==> src/hw/rtl/mbf_pkg.sv <==
`default_nettype none

package mbf_pkg;

   // chunk counter and limit register
   localparam int CHUNK_W = 11;
   localparam logic [CHUNK_W-1:0] MAX_CHUNK = CHUNK_W'(1024);
   localparam logic [CHUNK_W-1:0] CHUNK_LIMIT_RESET = CHUNK_W'(1024);
   localparam logic [CHUNK_W-1:0] CHUNK_LIMIT_MIN = CHUNK_W'(1);

   // small queues between the parts
   localparam int QUEUE_DEPTH = 2;
   localparam int QUEUE_PTR_W = $clog2(QUEUE_DEPTH);
   localparam int QUEUE_CNT_W = $clog2(QUEUE_DEPTH + 1);

   localparam logic [7:0] BYTE_SYSEX_START = 8'hF0;
   localparam logic [7:0] BYTE_SYSEX_END   = 8'hF7;

   // result kind codes
   localparam logic [1:0] KIND_CHANNEL = 2'd0;
   localparam logic [1:0] KIND_SINGLE  = 2'd1;
   localparam logic [1:0] KIND_SYSEX   = 2'd2;

   // message length codes
   localparam logic [1:0] LEN_ONE   = 2'd1;
   localparam logic [1:0] LEN_TWO   = 2'd2;
   localparam logic [1:0] LEN_THREE = 2'd3;

   typedef enum logic [1:0] {
      CLS_CHAN3       = 2'd0,
      CLS_CHAN2       = 2'd1,
      CLS_SYSEX_START = 2'd2,
      CLS_SINGLE      = 2'd3
   } byte_class_type;

   typedef enum logic [4:0] {
      PH_WAIT        = 5'b00001,
      PH_NEED_ONE    = 5'b00010,
      PH_NEED_BOTH   = 5'b00100,
      PH_NEED_SECOND = 5'b01000,
      PH_SYSEX       = 5'b10000
   } phase_type;

   typedef struct packed {
      logic [7:0]     midi_byte;
      byte_class_type cls;
   } item_type;

   typedef struct packed {
      logic [1:0] kind;
      logic [7:0] status_byte;
      logic [7:0] data_first;
      logic [7:0] data_second;
      logic [1:0] msg_length;
      logic       chunk_last;
   } result_type;

endpackage

`default_nettype wire

==> src/hw/rtl/mbf_front.sv <==
`default_nettype none

module mbf_front
   import mbf_pkg::*;
(
   input  wire logic       clock,
   input  wire logic       reset,
   input  wire logic       push,
   input  wire logic [7:0] midi_byte,
   output logic            full,
   output logic            item_valid,
   output item_type        item,
   input  wire logic       item_take
);

   item_type                 slot_ff [QUEUE_DEPTH];
   logic [QUEUE_PTR_W-1:0]   wr_ptr_ff, wr_ptr_in;
   logic [QUEUE_PTR_W-1:0]   rd_ptr_ff, rd_ptr_in;
   logic [QUEUE_CNT_W-1:0]   cnt_ff, cnt_in;
   item_type                 classified;
   logic                     accept;
   logic                     take;

   // classify by status nibble, sysex opens only on exactly f0
   always_comb begin
      classified.midi_byte = midi_byte;
      case (midi_byte[7:4])
         4'h8, 4'h9, 4'hA, 4'hB, 4'hE: classified.cls = CLS_CHAN3;
         4'hC, 4'hD:                   classified.cls = CLS_CHAN2;
         default: begin
            if (midi_byte == BYTE_SYSEX_START) classified.cls = CLS_SYSEX_START;
            else                               classified.cls = CLS_SINGLE;
         end
      endcase
   end

   assign full       = (cnt_ff == QUEUE_CNT_W'(QUEUE_DEPTH));
   assign item_valid = (cnt_ff != '0);
   assign item       = slot_ff[rd_ptr_ff];
   assign accept     = push && !full;
   assign take       = item_take && item_valid;

   always_comb begin
      wr_ptr_in = accept ? QUEUE_PTR_W'(wr_ptr_ff + 1'b1) : wr_ptr_ff;
      rd_ptr_in = take ? QUEUE_PTR_W'(rd_ptr_ff + 1'b1) : rd_ptr_ff;
      cnt_in    = QUEUE_CNT_W'(cnt_ff + QUEUE_CNT_W'(accept) - QUEUE_CNT_W'(take));
   end

   always_ff @(posedge clock) begin
      if (reset) begin
         wr_ptr_ff <= '0;
         rd_ptr_ff <= '0;
         cnt_ff    <= '0;
      end else begin
         wr_ptr_ff <= wr_ptr_in;
         rd_ptr_ff <= rd_ptr_in;
         cnt_ff    <= cnt_in;
      end
   end

   always_ff @(posedge clock) begin
      if (accept) begin
         slot_ff[wr_ptr_ff] <= classified;
      end
   end

endmodule

`default_nettype wire

==> src/hw/rtl/mbf_back.sv <==
`default_nettype none

module mbf_back
   import mbf_pkg::*;
(
   input  wire logic               clock,
   input  wire logic               reset,
   input  wire logic               item_valid,
   input  wire item_type           item,
   output logic                    item_take,
   input  wire logic               csr_write_en,
   input  wire logic [CHUNK_W-1:0] csr_write_data,
   input  wire logic               pop,
   output logic                    empty,
   output result_type              result
);

   phase_type               phase_ff, phase_in;
   logic [7:0]              held_status_ff, held_status_in;
   logic [7:0]              held_first_ff, held_first_in;
   logic [1:0]              held_length_ff, held_length_in;
   logic [CHUNK_W-1:0]      chunk_fill_ff, chunk_fill_in;
   logic [CHUNK_W-1:0]      limit_ff, limit_in;
   logic [CHUNK_W-1:0]      fill_inc;

   result_type              slot_ff [QUEUE_DEPTH];
   logic [QUEUE_PTR_W-1:0]  wr_ptr_ff, wr_ptr_in;
   logic [QUEUE_PTR_W-1:0]  rd_ptr_ff, rd_ptr_in;
   logic [QUEUE_CNT_W-1:0]  cnt_ff, cnt_in;

   logic                    emit;
   result_type              res;
   logic                    take_res;
   logic [7:0]              b;

   // limit is clamped on write
   always_comb begin
      if (csr_write_data < CHUNK_LIMIT_MIN)  limit_in = CHUNK_LIMIT_MIN;
      else if (csr_write_data > MAX_CHUNK)   limit_in = MAX_CHUNK;
      else                                   limit_in = csr_write_data;
   end

   assign item_take = item_valid && (cnt_ff != QUEUE_CNT_W'(QUEUE_DEPTH));
   assign b         = item.midi_byte;
   assign fill_inc  = CHUNK_W'(chunk_fill_ff + 1'b1);

   always_comb begin
      phase_in       = phase_ff;
      held_status_in = held_status_ff;
      held_first_in  = held_first_ff;
      held_length_in = held_length_ff;
      chunk_fill_in  = chunk_fill_ff;
      emit           = 1'b0;
      res            = '0;
      res.msg_length = LEN_ONE;
      if (item_take) begin
         case (phase_ff)
            PH_NEED_BOTH: begin
               held_first_in = b;
               phase_in      = PH_NEED_SECOND;
            end
            PH_NEED_ONE: begin
               phase_in        = PH_WAIT;
               emit            = 1'b1;
               res.kind        = KIND_CHANNEL;
               res.status_byte = held_status_ff;
               res.data_first  = b;
               res.msg_length  = held_length_ff;
            end
            PH_NEED_SECOND: begin
               phase_in        = PH_WAIT;
               emit            = 1'b1;
               res.kind        = KIND_CHANNEL;
               res.status_byte = held_status_ff;
               res.data_first  = held_first_ff;
               res.data_second = b;
               res.msg_length  = held_length_ff;
            end
            PH_SYSEX: begin
               emit            = 1'b1;
               res.kind        = KIND_SYSEX;
               res.status_byte = b;
               if (b == BYTE_SYSEX_END) begin
                  res.chunk_last = 1'b1;
                  chunk_fill_in  = '0;
                  phase_in       = PH_WAIT;
               end else if (fill_inc >= limit_ff) begin
                  res.chunk_last = 1'b1;
                  chunk_fill_in  = '0;
               end else begin
                  chunk_fill_in  = fill_inc;
               end
            end
            default: begin
               // waiting for status, unused codes land here too
               phase_in = PH_WAIT;
               case (item.cls)
                  CLS_CHAN3: begin
                     held_status_in = b;
                     held_length_in = LEN_THREE;
                     phase_in       = PH_NEED_BOTH;
                  end
                  CLS_CHAN2: begin
                     held_status_in = b;
                     held_length_in = LEN_TWO;
                     phase_in       = PH_NEED_ONE;
                  end
                  CLS_SYSEX_START: begin
                     phase_in      = PH_SYSEX;
                     chunk_fill_in = '0;
                  end
                  default: begin
                     held_status_in  = b;
                     held_length_in  = LEN_ONE;
                     emit            = 1'b1;
                     res.kind        = KIND_SINGLE;
                     res.status_byte = b;
                  end
               endcase
            end
         endcase
      end
   end

   // result queue
   assign empty    = (cnt_ff == '0);
   assign result   = slot_ff[rd_ptr_ff];
   assign take_res = pop && !empty;

   always_comb begin
      wr_ptr_in = emit ? QUEUE_PTR_W'(wr_ptr_ff + 1'b1) : wr_ptr_ff;
      rd_ptr_in = take_res ? QUEUE_PTR_W'(rd_ptr_ff + 1'b1) : rd_ptr_ff;
      cnt_in    = QUEUE_CNT_W'(cnt_ff + QUEUE_CNT_W'(emit) - QUEUE_CNT_W'(take_res));
   end

   always_ff @(posedge clock) begin
      if (reset) begin
         phase_ff       <= PH_WAIT;
         held_status_ff <= '0;
         held_first_ff  <= '0;
         held_length_ff <= LEN_ONE;
         chunk_fill_ff  <= '0;
         limit_ff       <= CHUNK_LIMIT_RESET;
         wr_ptr_ff      <= '0;
         rd_ptr_ff      <= '0;
         cnt_ff         <= '0;
      end else begin
         phase_ff       <= phase_in;
         held_status_ff <= held_status_in;
         held_first_ff  <= held_first_in;
         held_length_ff <= held_length_in;
         chunk_fill_ff  <= chunk_fill_in;
         if (csr_write_en) begin
            limit_ff <= limit_in;
         end
         wr_ptr_ff      <= wr_ptr_in;
         rd_ptr_ff      <= rd_ptr_in;
         cnt_ff         <= cnt_in;
      end
   end

   always_ff @(posedge clock) begin
      if (emit) begin
         slot_ff[wr_ptr_ff] <= res;
      end
   end

endmodule

`default_nettype wire

==> src/hw/rtl/midi_byte_stream_message_framer_top.sv <==
// a byte is registered in the front queue, the parser writes results into the result queue
// throughput: one byte per cycle, set by the parser taking one item from its queue a cycle
// while its result queue is not full; both sides have two-entry queues, so a stalled
// consumer does not stop input at once; reset (synchronous, active high) empties both
// queues, returns the parser to waiting for status and sets the sysex chunk limit to 1024
`default_nettype none

module midi_byte_stream_message_framer_top
   import mbf_pkg::*;
(
   input  wire logic               clock,
   input  wire logic               reset,
   // byte input
   input  wire logic               push,
   output logic                    full,
   input  wire logic [7:0]         req_midi_byte,
   // result output
   output logic                    empty,
   input  wire logic               pop,
   output logic [1:0]              rsp_kind,
   output logic [7:0]              rsp_status_byte,
   output logic [7:0]              rsp_data_first,
   output logic [7:0]              rsp_data_second,
   output logic [1:0]              rsp_msg_length,
   output logic                    rsp_chunk_last,
   // chunk limit register
   input  wire logic               csr_write_en,
   input  wire logic [CHUNK_W-1:0] csr_write_data
);

   item_type   item;
   logic       item_valid;
   logic       item_take;
   result_type result;

   // front: takes each transfer, classifies the byte and queues it
   mbf_front u_front (
      .clock      (clock),
      .reset      (reset),
      .push       (push),
      .midi_byte  (req_midi_byte),
      .full       (full),
      .item_valid (item_valid),
      .item       (item),
      .item_take  (item_take)
   );

   // back: message state machine, holds the limit register and the result queue
   mbf_back u_back (
      .clock          (clock),
      .reset          (reset),
      .item_valid     (item_valid),
      .item           (item),
      .item_take      (item_take),
      .csr_write_en   (csr_write_en),
      .csr_write_data (csr_write_data),
      .pop            (pop),
      .empty          (empty),
      .result         (result)
   );

   // unpack the head of the result queue
   assign rsp_kind        = result.kind;
   assign rsp_status_byte = result.status_byte;
   assign rsp_data_first  = result.data_first;
   assign rsp_data_second = result.data_second;
   assign rsp_msg_length  = result.msg_length;
   assign rsp_chunk_last  = result.chunk_last;

endmodule

`default_nettype wire

==> config.mk <==
export PLATFORM = sky130hd
export DESIGN_NAME = midi_byte_stream_message_framer_top
export DESIGN_NICKNAME = d
export VERILOG_FILES = /design/src/hw/rtl/mbf_pkg.sv /design/src/hw/rtl/mbf_front.sv /design/src/hw/rtl/mbf_back.sv /design/src/hw/rtl/midi_byte_stream_message_framer_top.sv
export SDC_FILE = /design/constraint.sdc
export NUM_CORES = 1
export LEC_CHECK = 0
export ABC_AREA = 0
export BUFFER_PORTS_ARGS = -buffer_cell sky130_fd_sc_hd__buf_2
export CAP_MARGIN = 20
export CELL_PAD_IN_SITES_DETAIL_PLACEMENT = 1
export CELL_PAD_IN_SITES_GLOBAL_PLACEMENT = 2
export CORE_ASPECT_RATIO = 2
export CORE_MARGIN = 2
export CORE_UTILIZATION = 40
export CTS_CLUSTER_SIZE = 14
export DETAILED_ROUTE_END_ITERATION = 6
export PLACE_DENSITY = 0.84
export SLEW_MARGIN = 30
export SYNTH_ARGS = -nofsm -noshare
export SYNTH_HDL_FRONTEND = slang
export SYNTH_SLANG_ARGS = --single-unit
==> constraint.sdc <==
create_clock -name clock -period 8.7 [get_ports clock]
set_input_delay 1.74 -clock clock [delete_from_list [all_inputs] [get_ports clock]]
set_output_delay 1.74 -clock clock [all_outputs]
set_load 0.05 [all_outputs]
==> flow_metrics.env, run 1 <==
export IMPL_status="finished clean"
export IMPL_ys_seq_area_share_pct=59.5
export IMPL_ys_ff_latch=133
export IMPL_io_buffers=54
export IMPL_hp_class="reg2reg"
export IMPL_core_area_um2=14300
export IMPL_synth_nets=534
export IMPL_dp_cells=726
export IMPL_ctsRootBufferMaster="clkbuf_16"
export IMPL_slew_violations=0
export IMPL_gp_congestion=0.824
export IMPL_postCtsHoldBufs=0
export IMPL_clkPwrFrac_pct=32.7
export IMPL_p_int_w=0.00144
export IMPL_globalRouteTotalUtil_pct=17.8
export IMPL_startpoint_type="flip-flop"
export IMPL_path_delay_family="buffers and inverters"
export IMPL_hold_viol_final=0
export IMPL_switching_share_pct=35.7
export IMPL_slowest_stage="mux2_2"
export IMPL_clock_latency_ns=0.42
export IMPL_synth_edf_count=78
export IMPL_clock_skew_final_ns=0.0115
export IMPL_rsz0062_at_grt="no"
export IMPL_wirelength_um=13100
export IMPL_synth_commonest_cells="edfxtp_1 (78), dfxtp_1 (55), nor2_1 (54)"
export IMPL_ys_top_cells_by_area="edfxtp_1 (40%), dfxtp_1 (19%), mux2_2 (5.6%)"
export IMPL_cts_clk_slew_worst_paths_ns=0.06
export IMPL_nets=593
export IMPL_path_buf_inv=2
export IMPL_cap_viol_max_count=0
export IMPL_synth_top_area_cell="edfxtp_1"
export IMPL_overflow=0
export IMPL_crit_fanout=29
export IMPL_fin_crit_sh_pct=39.4
export IMPL_die_area_um2=15500
export IMPL_yosys_area_top_type_share_pct=40.4
export IMPL_post_cts_resized=0
export IMPL_drc_errors=0
export IMPL_start_util_pct=40.6
export IMPL_path_class="reg2out"
export IMPL_p_leak_nw=2.54
export IMPL_pwr_density_cell_nw_per_um2=327
export IMPL_cts_buffers=17
export IMPL_num_rows=62
export IMPL_worstPathArrival_ns=1.69
export IMPL_ir_worst_vdd_v=0.000180
export IMPL_postLayoutCoreUtil_pct=48.0
export IMPL_setup_viol=0
export IMPL_diodes=0
export IMPL_drt_pass1_iter_count=4
export IMPL_hpwl_um=9420
export IMPL_synth_avg_cell_area_um2=11.7
export IMPL_antenna_found_initial=0
export IMPL_drt_iter0_markers=99
export IMPL_yosysMostFrequentCell="edfxtp_1"
export IMPL_cts_tree="built"
export IMPL_fin_cells=758
export IMPL_syn_cell_area_um2=5790
export IMPL_grt_pass1_vias=4194
export IMPL_drive_gt1_share_pct=24.0
export IMPL_clockBufferDepth=2
export IMPL_seqPwrFrac_pct=37.7
export IMPL_required_ns=6.96
export IMPL_crit_path_end_kind="output pin"
export IMPL_power_frac_comb_pct=29.6
export IMPL_wire_per_inst_um=17.3
export IMPL_fmax_ghz=0.292
export IMPL_drtAntennaViolNets=0
export IMPL_fin_tns_setup_ns=0
export IMPL_crit_path_cell_trace="buf_4 -> mux2_2 -> buf_2"
export IMPL_nFillCells=1570
export IMPL_clock_sinks=133
export IMPL_ys_warn_count=0
export IMPL_synthDistinctLibCells=56
export IMPL_htree_levels=4
export IMPL_timing_final_crit_period_ns=3.43
export IMPL_async_flop_share_pct=0
export IMPL_grt_start_max_net_pins=47
export IMPL_ios=55
export IMPL_maxSlewHeadroom_pct=45.7
export IMPL_slowest_delay_ns=0.40
export IMPL_regArea_um2=3440
export IMPL_worst_slew_pin_slew_ns=0.811
export IMPL_vias=3924
export IMPL_area_growth_pct=18.3
export IMPL_die_h_um=174
export IMPL_post_cts_buffers=0
export IMPL_syn_inst=494
export IMPL_multi_input_area_um2=2170
export IMPL_grt_pass1_wl_um=20800
export IMPL_synth_flop_cell="edfxtp_1"
export IMPL_die_w_um=89.1
export IMPL_switching_power_w=0.000800
export IMPL_via_per_inst=5.18
## cell usage in the layout, fill, tap and decap left out, types with 12 or more instances in the layout
cell       synthesis  final
edfxtp_1          78     78
a211oi_1          19     19
buf_2              7     54
nor2_1            54     54
mux2_2            29     29
o21ai_0           25     25
clkbuf_16          0     17
nand2_1           38     38
inv_1             21     21
dfxtp_1           55     55
ha_1              16     16
a21oi_1           12     12
## registers in the layout, indices dropped and copies added, names as in the netlist, 5 cells and up, named ones only
name                   count
u_front.slot_ff           20
u_back.chunk_fill_ff      11
u_back.slot_ff            58
u_back.held_first_ff       8
u_back.limit_ff           11
u_back.phase_ff            5
u_back.held_status_ff      8
## worst min-delay path, cell delays in order (launching register included)
cell      delay, ns
dfxtp_1        0.31
nand2b_1       0.06
a21oi_1        0.06
## final cells by class
type,count,share of cell area [%]
repair buffers,60,4.60
well taps,192,3.51
flip-flops and latches,133,50.2
clock inverters,14,2.57
clock buffers,18,6.26
multi-input cells,319,31.6
inverters,22,1.21
## path summary, 6_finish.rpt
path	startpoint	endpoint	slack, ns	cells after the start
min	u_back.limit_ff[6]	u_back.limit_ff[6]	0.48	2
max	flip-flop	rsp_data_first[5]	5.27	3
max reg2reg	u_back.chunk_fill_ff[0]	u_back.chunk_fill_ff[9]	5.74	11
min reg2reg	u_back.limit_ff[6]	u_back.limit_ff[6]	0.48	2
## layer usage
| layer | up-vias | part of all wire (%) | track usage, % |
|---|---|---|---|
| met5 | - | 0 | 0 |
| met4 | 0 | 2.2 | 7.21 |
| met3 | 21 | 2.3 | 2.66 |
| met2 | 70 | 61 | 36.1 |
| met1 | 1931 | 34 | 16.2 |
| li1 | 1902 | - | - |
## cells by family (layout without fill, tap and decap cells)
family,after synthesis,after routing,synth area share [%]
AO/OA/AOI/OAI,90,90,10.5
XOR/XNOR,17,17,2.57
adder cells (fa/ha/maj),16,16,3.46
buffers and inverters,42,114,3.33
flip-flops,133,133,59.5
multiplexers,38,38,7.20
AND/OR/NAND/NOR,158,158,13.5
## power groups by stage
stage          clock, W  combinational [W]  sequential [W]
6_report       0.000732           0.000662        0.000844
5_1_grt        0.000764           0.000716        0.000856
4_1_cts        0.000743           0.000674        0.000845
3_5_place_dp          0           0.000663        0.000856
3_3_place_gp          0           0.000646        0.000847
2_1_floorplan         0           0.000532        0.000828
## stage by stage
stage / instance area [µm²] / setup WS (ns) / hold slack [ns] / total power (W)
final: 6850 / 5.27 / 0.479 / 0.00224
after global routing: 6850 / 5.20 / 0.520 / 0.00234
after CTS: 6850 / 5.23 / 0.477 / 0.00226
after detailed placement: 6240 / 5.41 / 0.468 / 0.00152
after global placement: 6240 / 5.56 / 0.465 / 0.00149
after floorplan: 5790 / 5.33 / 0.449 / 0.00136
No activity file was read; power rests on OpenSTA's default activity.
==> run 2: changes to the inputs <==
==> constraint.sdc (replaced) <==
create_clock -name clock -period 3.2 [get_ports clock]
set_input_delay 0.64 -clock clock [delete_from_list [all_inputs] [get_ports clock]]
set_output_delay 0.64 -clock clock [all_outputs]
set_load 0.05 [all_outputs]
==> run 2 against run 1 <==
  * Combinational power increased to 2.8 times the previous value
  * Sequential share of layout area decreased by 0.36 points
  * Highest routed layer unchanged
  * Routed wire length increased by 3.0%
  * Largest cell class unchanged
==> flow_metrics.env, run 2 (synthesized netlist as in run 1, its figures left out) <==
export IMPL_status="finished clean"
export IMPL_total_power_w=0.00619
export IMPL_drt_pass1_iter_count=5
export IMPL_hp_start="req_midi_byte[2]"
export IMPL_io_buffers=54
export IMPL_via_per_inst=5.13
export IMPL_startpoint="u_back.chunk_fill_ff[0]"
export IMPL_wirelength_um=13500
export IMPL_start_util_pct=40.6
export IMPL_rsz0062_at_grt="no"
export IMPL_clock_latency_ns=0.42
export IMPL_timing_final_crit_period_ns=2.85
export IMPL_htree_levels=4
export IMPL_cts_buffers=17
export IMPL_setup_viol=0
export IMPL_grt_pass1_vias=4246
export IMPL_cts_clk_slew_worst_paths_ns=0.06
export IMPL_maxSlewHeadroom_pct=45.8
export IMPL_dp_cells=727
export IMPL_overflow=0
export IMPL_gp_congestion=0.767
export IMPL_pwr_density_cell_nw_per_um2=897
export IMPL_postCtsHoldBufs=0
export IMPL_num_rows=62
export IMPL_largest_reg_flops=58
export IMPL_fmax_ghz=0.350
export IMPL_reg_top3="u_back.slot_ff (58), u_front.slot_ff (20)"
export IMPL_cap_viol_max_count=0
export IMPL_wire_per_inst_um=17.8
export IMPL_ctsRootBufferMaster="clkbuf_16"
export IMPL_die_h_um=174
export IMPL_rrSetupSlack_ns=0.35
export IMPL_core_area_um2=14300
export IMPL_p_leak_nw=2.55
export IMPL_ir_worst_vdd_v=0.000555
export IMPL_fin_crit_sh_pct=89.2
export IMPL_drive_gt1_share_pct=24.2
export IMPL_diodes=0
export IMPL_hpwl_um=9880
export IMPL_area_growth_pct=19.2
export IMPL_crit_fanout=8
export IMPL_worstPathArrival_ns=3.20
export IMPL_regArea_um2=3440
export IMPL_hold_viol_final=0
export IMPL_path_class="reg2reg"
export IMPL_final_common_cell="edfxtp_1"
export IMPL_vias=3894
export IMPL_nets=594
export IMPL_final_cell_mix="edfxtp_1 (78), dfxtp_1 (55), nor2_1 (54), buf_2 (54), nand2_1 (38)"
export IMPL_cts_tree="built"
export IMPL_die_w_um=89.1
export IMPL_crit_path_end_kind="flip-flop"
export IMPL_drt_iter0_markers=144
export IMPL_globalRouteTotalUtil_pct=18.5
export IMPL_post_cts_resized=0
export IMPL_ios=55
export IMPL_top_register="u_back.slot_ff"
export IMPL_nFillCells=1588
export IMPL_fin_tns_setup_ns=0
export IMPL_grt_start_max_net_pins=37
export IMPL_drc_errors=0
export IMPL_r2r_start="u_back.chunk_fill_ff[0]"
export IMPL_slew_violations=0
export IMPL_antenna_found_initial=0
export IMPL_drtAntennaViolNets=0
export IMPL_clockBufferDepth=2
export IMPL_clock_skew_final_ns=0.00826
export IMPL_worst_slew_pin_slew_ns=0.810
export IMPL_required_ns=3.55
export IMPL_clock_sinks=133
export IMPL_grt_pass1_wl_um=21500
export IMPL_multi_input_area_um2=2170
export IMPL_post_cts_buffers=0
export IMPL_hp_class="in2reg"
export IMPL_fin_cells=759
export IMPL_startpoint_type="flip-flop"
export IMPL_postLayoutCoreUtil_pct=48.4
export IMPL_die_area_um2=15500
## run 2: layout make-up
type                       instances  area share (%)
clock buffer                      18            6.22
multi-input combinational        319            31.5
sequential                       133            49.9
clock inverter                    14            2.88
inverter                          22            1.20
timing repair buffer              61            4.86
tap                              192            3.48
## run 2: worst max-delay path, stage by stage, from the launching register on
cell	delay, ns
dfxtp_1	0.42
ha_1	0.26
nand3_1	0.14
nor3_1	0.32
xnor2_1	0.22
ha_1	0.30
a211oi_1	0.22
nor2_1	0.10
nor3_1	0.20
nand3b_2	0.17
nor2_4	0.25
a22o_1	0.20
## run 2: path summary, 6_finish.rpt
kind / endpoint / cells after the start
min reg2reg: u_back.limit_ff[7] / 2
max reg2reg: u_back.chunk_fill_ff[1] / 11
min: u_front.slot_ff[0][4] / 1
max: u_back.chunk_fill_ff[1] / 11
## run 2: report_power, final
| part | switching (W) | internal [W] |
|---|---|---|
| sequential | 0.000146 | 0.00213 |
| combinational | 0.00129 | 0.000561 |
| clock | 0.000757 | 0.00131 |
| total | 0.00219 | 0.00400 |
## run 2: per-layer routing
| layer | global-route usage [%] | vias to the layer above | wire (µm) |
|---|---|---|---|
| met5 | 0 | - | 0 |
| met1 | 16.8 | 1908 | 4580 |
| met2 | 37.3 | 60 | 8210 |
| met4 | 7.71 | 0 | 408 |
| met3 | 3.18 | 23 | 299 |
| li1 | - | 1903 | - |
## run 2: metrics by stage
step	instance area, µm²	hold WS [ns]	worst slack [ns]
2_1_floorplan	5800	0.449	0.714
3_3_place_gp	6270	0.462	0.595
3_5_place_dp	6270	0.472	0.429
4_1_cts	6900	0.418	0.346
5_1_grt	6900	0.423	0.0197
6_report	6900	0.437	0.346
==> run 3: changes to the inputs <==
--- a/config.mk
+++ b/config.mk
@@ -13,6 +13,7 @@
 export CORE_ASPECT_RATIO = 2
 export CORE_MARGIN = 2
 export CORE_UTILIZATION = 40
+export CTS_BUF_LIST = sky130_fd_sc_hd__clkbuf_8 sky130_fd_sc_hd__clkbuf_16
 export CTS_CLUSTER_SIZE = 14
 export DETAILED_ROUTE_END_ITERATION = 6
 export PLACE_DENSITY = 0.84
==> run 3 against run 2 <==
  * Flip-flop and latch count is the same
  * Total power is essentially flat
  * Hold slack is essentially flat
  * Final area is the same
  * Critical path depth is the same
  * Largest cell class unchanged
  * Die area is the same
  * Maximum frequency is the same
  * Largest power group unchanged
==> flow_metrics.env, run 3 (synthesized netlist as in run 1, its figures left out) <==
export IMPL_top_register="u_back.slot_ff"
export IMPL_drt_pass1_iter_count=5
export IMPL_clock_sinks=133
export IMPL_slowest_delay_ns=0.42
export IMPL_via_per_inst=5.13
export IMPL_slowest_stage="dfxtp_1"
export IMPL_crit_path_end_kind="flip-flop"
export IMPL_grt_start_max_net_pins=37
export IMPL_fin_tns_setup_ns=0
export IMPL_worstPathArrival_ns=3.20
export IMPL_startpoint_type="flip-flop"
export IMPL_clock_latency_ns=0.42
export IMPL_final_common_cell="edfxtp_1"
export IMPL_num_rows=62
export IMPL_worst_slew_pin_slew_ns=0.810
export IMPL_antenna_found_initial=0
export IMPL_drc_errors=0
export IMPL_drive_gt1_share_pct=24.2
export IMPL_required_ns=3.55
export IMPL_io_buffers=54
export IMPL_gp_congestion=0.767
export IMPL_rsz0062_at_grt="no"
export IMPL_cap_viol_max_count=0
export IMPL_start_util_pct=40.6
export IMPL_die_area_um2=15500
export IMPL_cts_tree="built"
export IMPL_hold_viol_final=0
export IMPL_post_cts_resized=0
export IMPL_die_w_um=89.1
export IMPL_setup_viol=0
export IMPL_clock_skew_final_ns=0.00826
export IMPL_timing_final_crit_period_ns=2.85
export IMPL_grt_pass1_vias=4246
export IMPL_reg2reg_depth=11
export IMPL_core_area_um2=14300
export IMPL_final_cell_mix="edfxtp_1 (78), dfxtp_1 (55), nor2_1 (54), buf_2 (54), nand2_1 (38)"
export IMPL_nets=594
export IMPL_cts_buffers=17
export IMPL_min_path_cells=1
export IMPL_ios=55
export IMPL_ctsRootBufferMaster="clkbuf_16"
export IMPL_largest_reg_flops=58
export IMPL_clockBufferDepth=2
export IMPL_overflow=0
export IMPL_path_class="reg2reg"
export IMPL_wirelength_um=13500
export IMPL_crit_fanout=8
export IMPL_globalRouteTotalUtil_pct=18.5
export IMPL_htree_levels=4
export IMPL_hpwl_um=9880
export IMPL_crit_path_cell_trace="ha_1 -> nand3_1 -> nor3_1 -> xnor2_1 -> ha_1 -> a211oi_1 -> nor2_1 -> nor3_1 -> nand3b_2 -> nor2_4 -> a22o_1"
export IMPL_drtAntennaViolNets=0
export IMPL_reg_top3="u_back.slot_ff (58), u_front.slot_ff (20)"
export IMPL_hp_class="in2reg"
export IMPL_vias=3894
export IMPL_grt_pass1_wl_um=21500
export IMPL_fmax_ghz=0.350
export IMPL_dpl_instance_area_um2=6270
export IMPL_fin_crit_sh_pct=89.2
export IMPL_die_h_um=174
export IMPL_status="finished clean"
export IMPL_drt_iter0_markers=144
export IMPL_wire_per_inst_um=17.8
export IMPL_postCtsHoldBufs=0
export IMPL_nFillCells=1588
export IMPL_maxSlewHeadroom_pct=45.8
export IMPL_ir_worst_vdd_v=0.000555
export IMPL_diodes=0
export IMPL_post_cts_buffers=0
export IMPL_pwr_density_cell_nw_per_um2=897
export IMPL_area_growth_pct=19.2
export IMPL_fin_area_um2=6900
export IMPL_p_leak_nw=2.55
export IMPL_cts_clk_slew_worst_paths_ns=0.06
export IMPL_slew_violations=0
## run 3: cell count changes in the layout (fill, tap and decap cells not counted), sizes merged
| cell | delta |
|---|---|
| clkbuf | -1 |
| inv | +1 |
## run 3: worst paths after layout
path                                         startpoint  slack, ns                       to
worst max-delay path            u_back.chunk_fill_ff[0]       0.35  u_back.chunk_fill_ff[1]
worst min-delay path                   req_midi_byte[2]       0.44    u_front.slot_ff[0][4]
worst max register to register  u_back.chunk_fill_ff[0]       0.35  u_back.chunk_fill_ff[1]
worst min register to register       u_back.limit_ff[7]       0.48       u_back.limit_ff[7]
## run 3: power breakdown
group / leakage (nW) / internal, W / switching, W
sequential: 1.15 / 0.00213 / 0.000146
combinational: 1.11 / 0.000561 / 0.00129
clock: 0.298 / 0.00131 / 0.000757
total: 2.55 / 0.00400 / 0.00219
## run 3: critical path: cells and delay by family (launching register included)
family	cells	cell delay (ns)
fa+ha+maj	2	0.56
simple gates	6	1.18
flops	1	0.42
compound gates	2	0.42
xor+xnor	1	0.22
## run 3: layout make-up
type	instances	area [µm²]	area share (%)
flip-flops and latches	133	3440	49.9
multi-input cells	319	2170	31.5
clock buffers	17	425	6.16
repair buffers	61	335	4.86
well taps	192	240	3.48
clock inverters	15	203	2.94
inverters	22	82.6	1.20
## run 3: through the flow
| stage | setup slack, ns | std cells | total power, W | hold WS [ns] | util (%) |
|---|---|---|---|---|---|
| 6_report | 0.346 | 759 | 0.00619 | 0.437 | 48.4 |
| 5_1_grt | 0.0197 | 759 | 0.00647 | 0.423 | 48.4 |
| 2_1_floorplan | 0.714 | 494 | 0.00370 | 0.449 | - |
| 3_5_place_dp | 0.429 | 727 | 0.00417 | 0.472 | 44.0 |
| 4_1_cts | 0.346 | 759 | 0.00626 | 0.418 | 48.4 |
| 3_3_place_gp | 0.595 | 727 | 0.00409 | 0.462 | 43.9 |
## run 3: per-layer routing
metal | wire, µm | GRT usage (%) | up-vias
li1 | - | - | 1903
met1 | 4580 | 16.8 | 1908
met2 | 8210 | 37.3 | 60
met3 | 299 | 3.18 | 23
met4 | 408 | 7.71 | 0
met5 | 0 | 0 | -
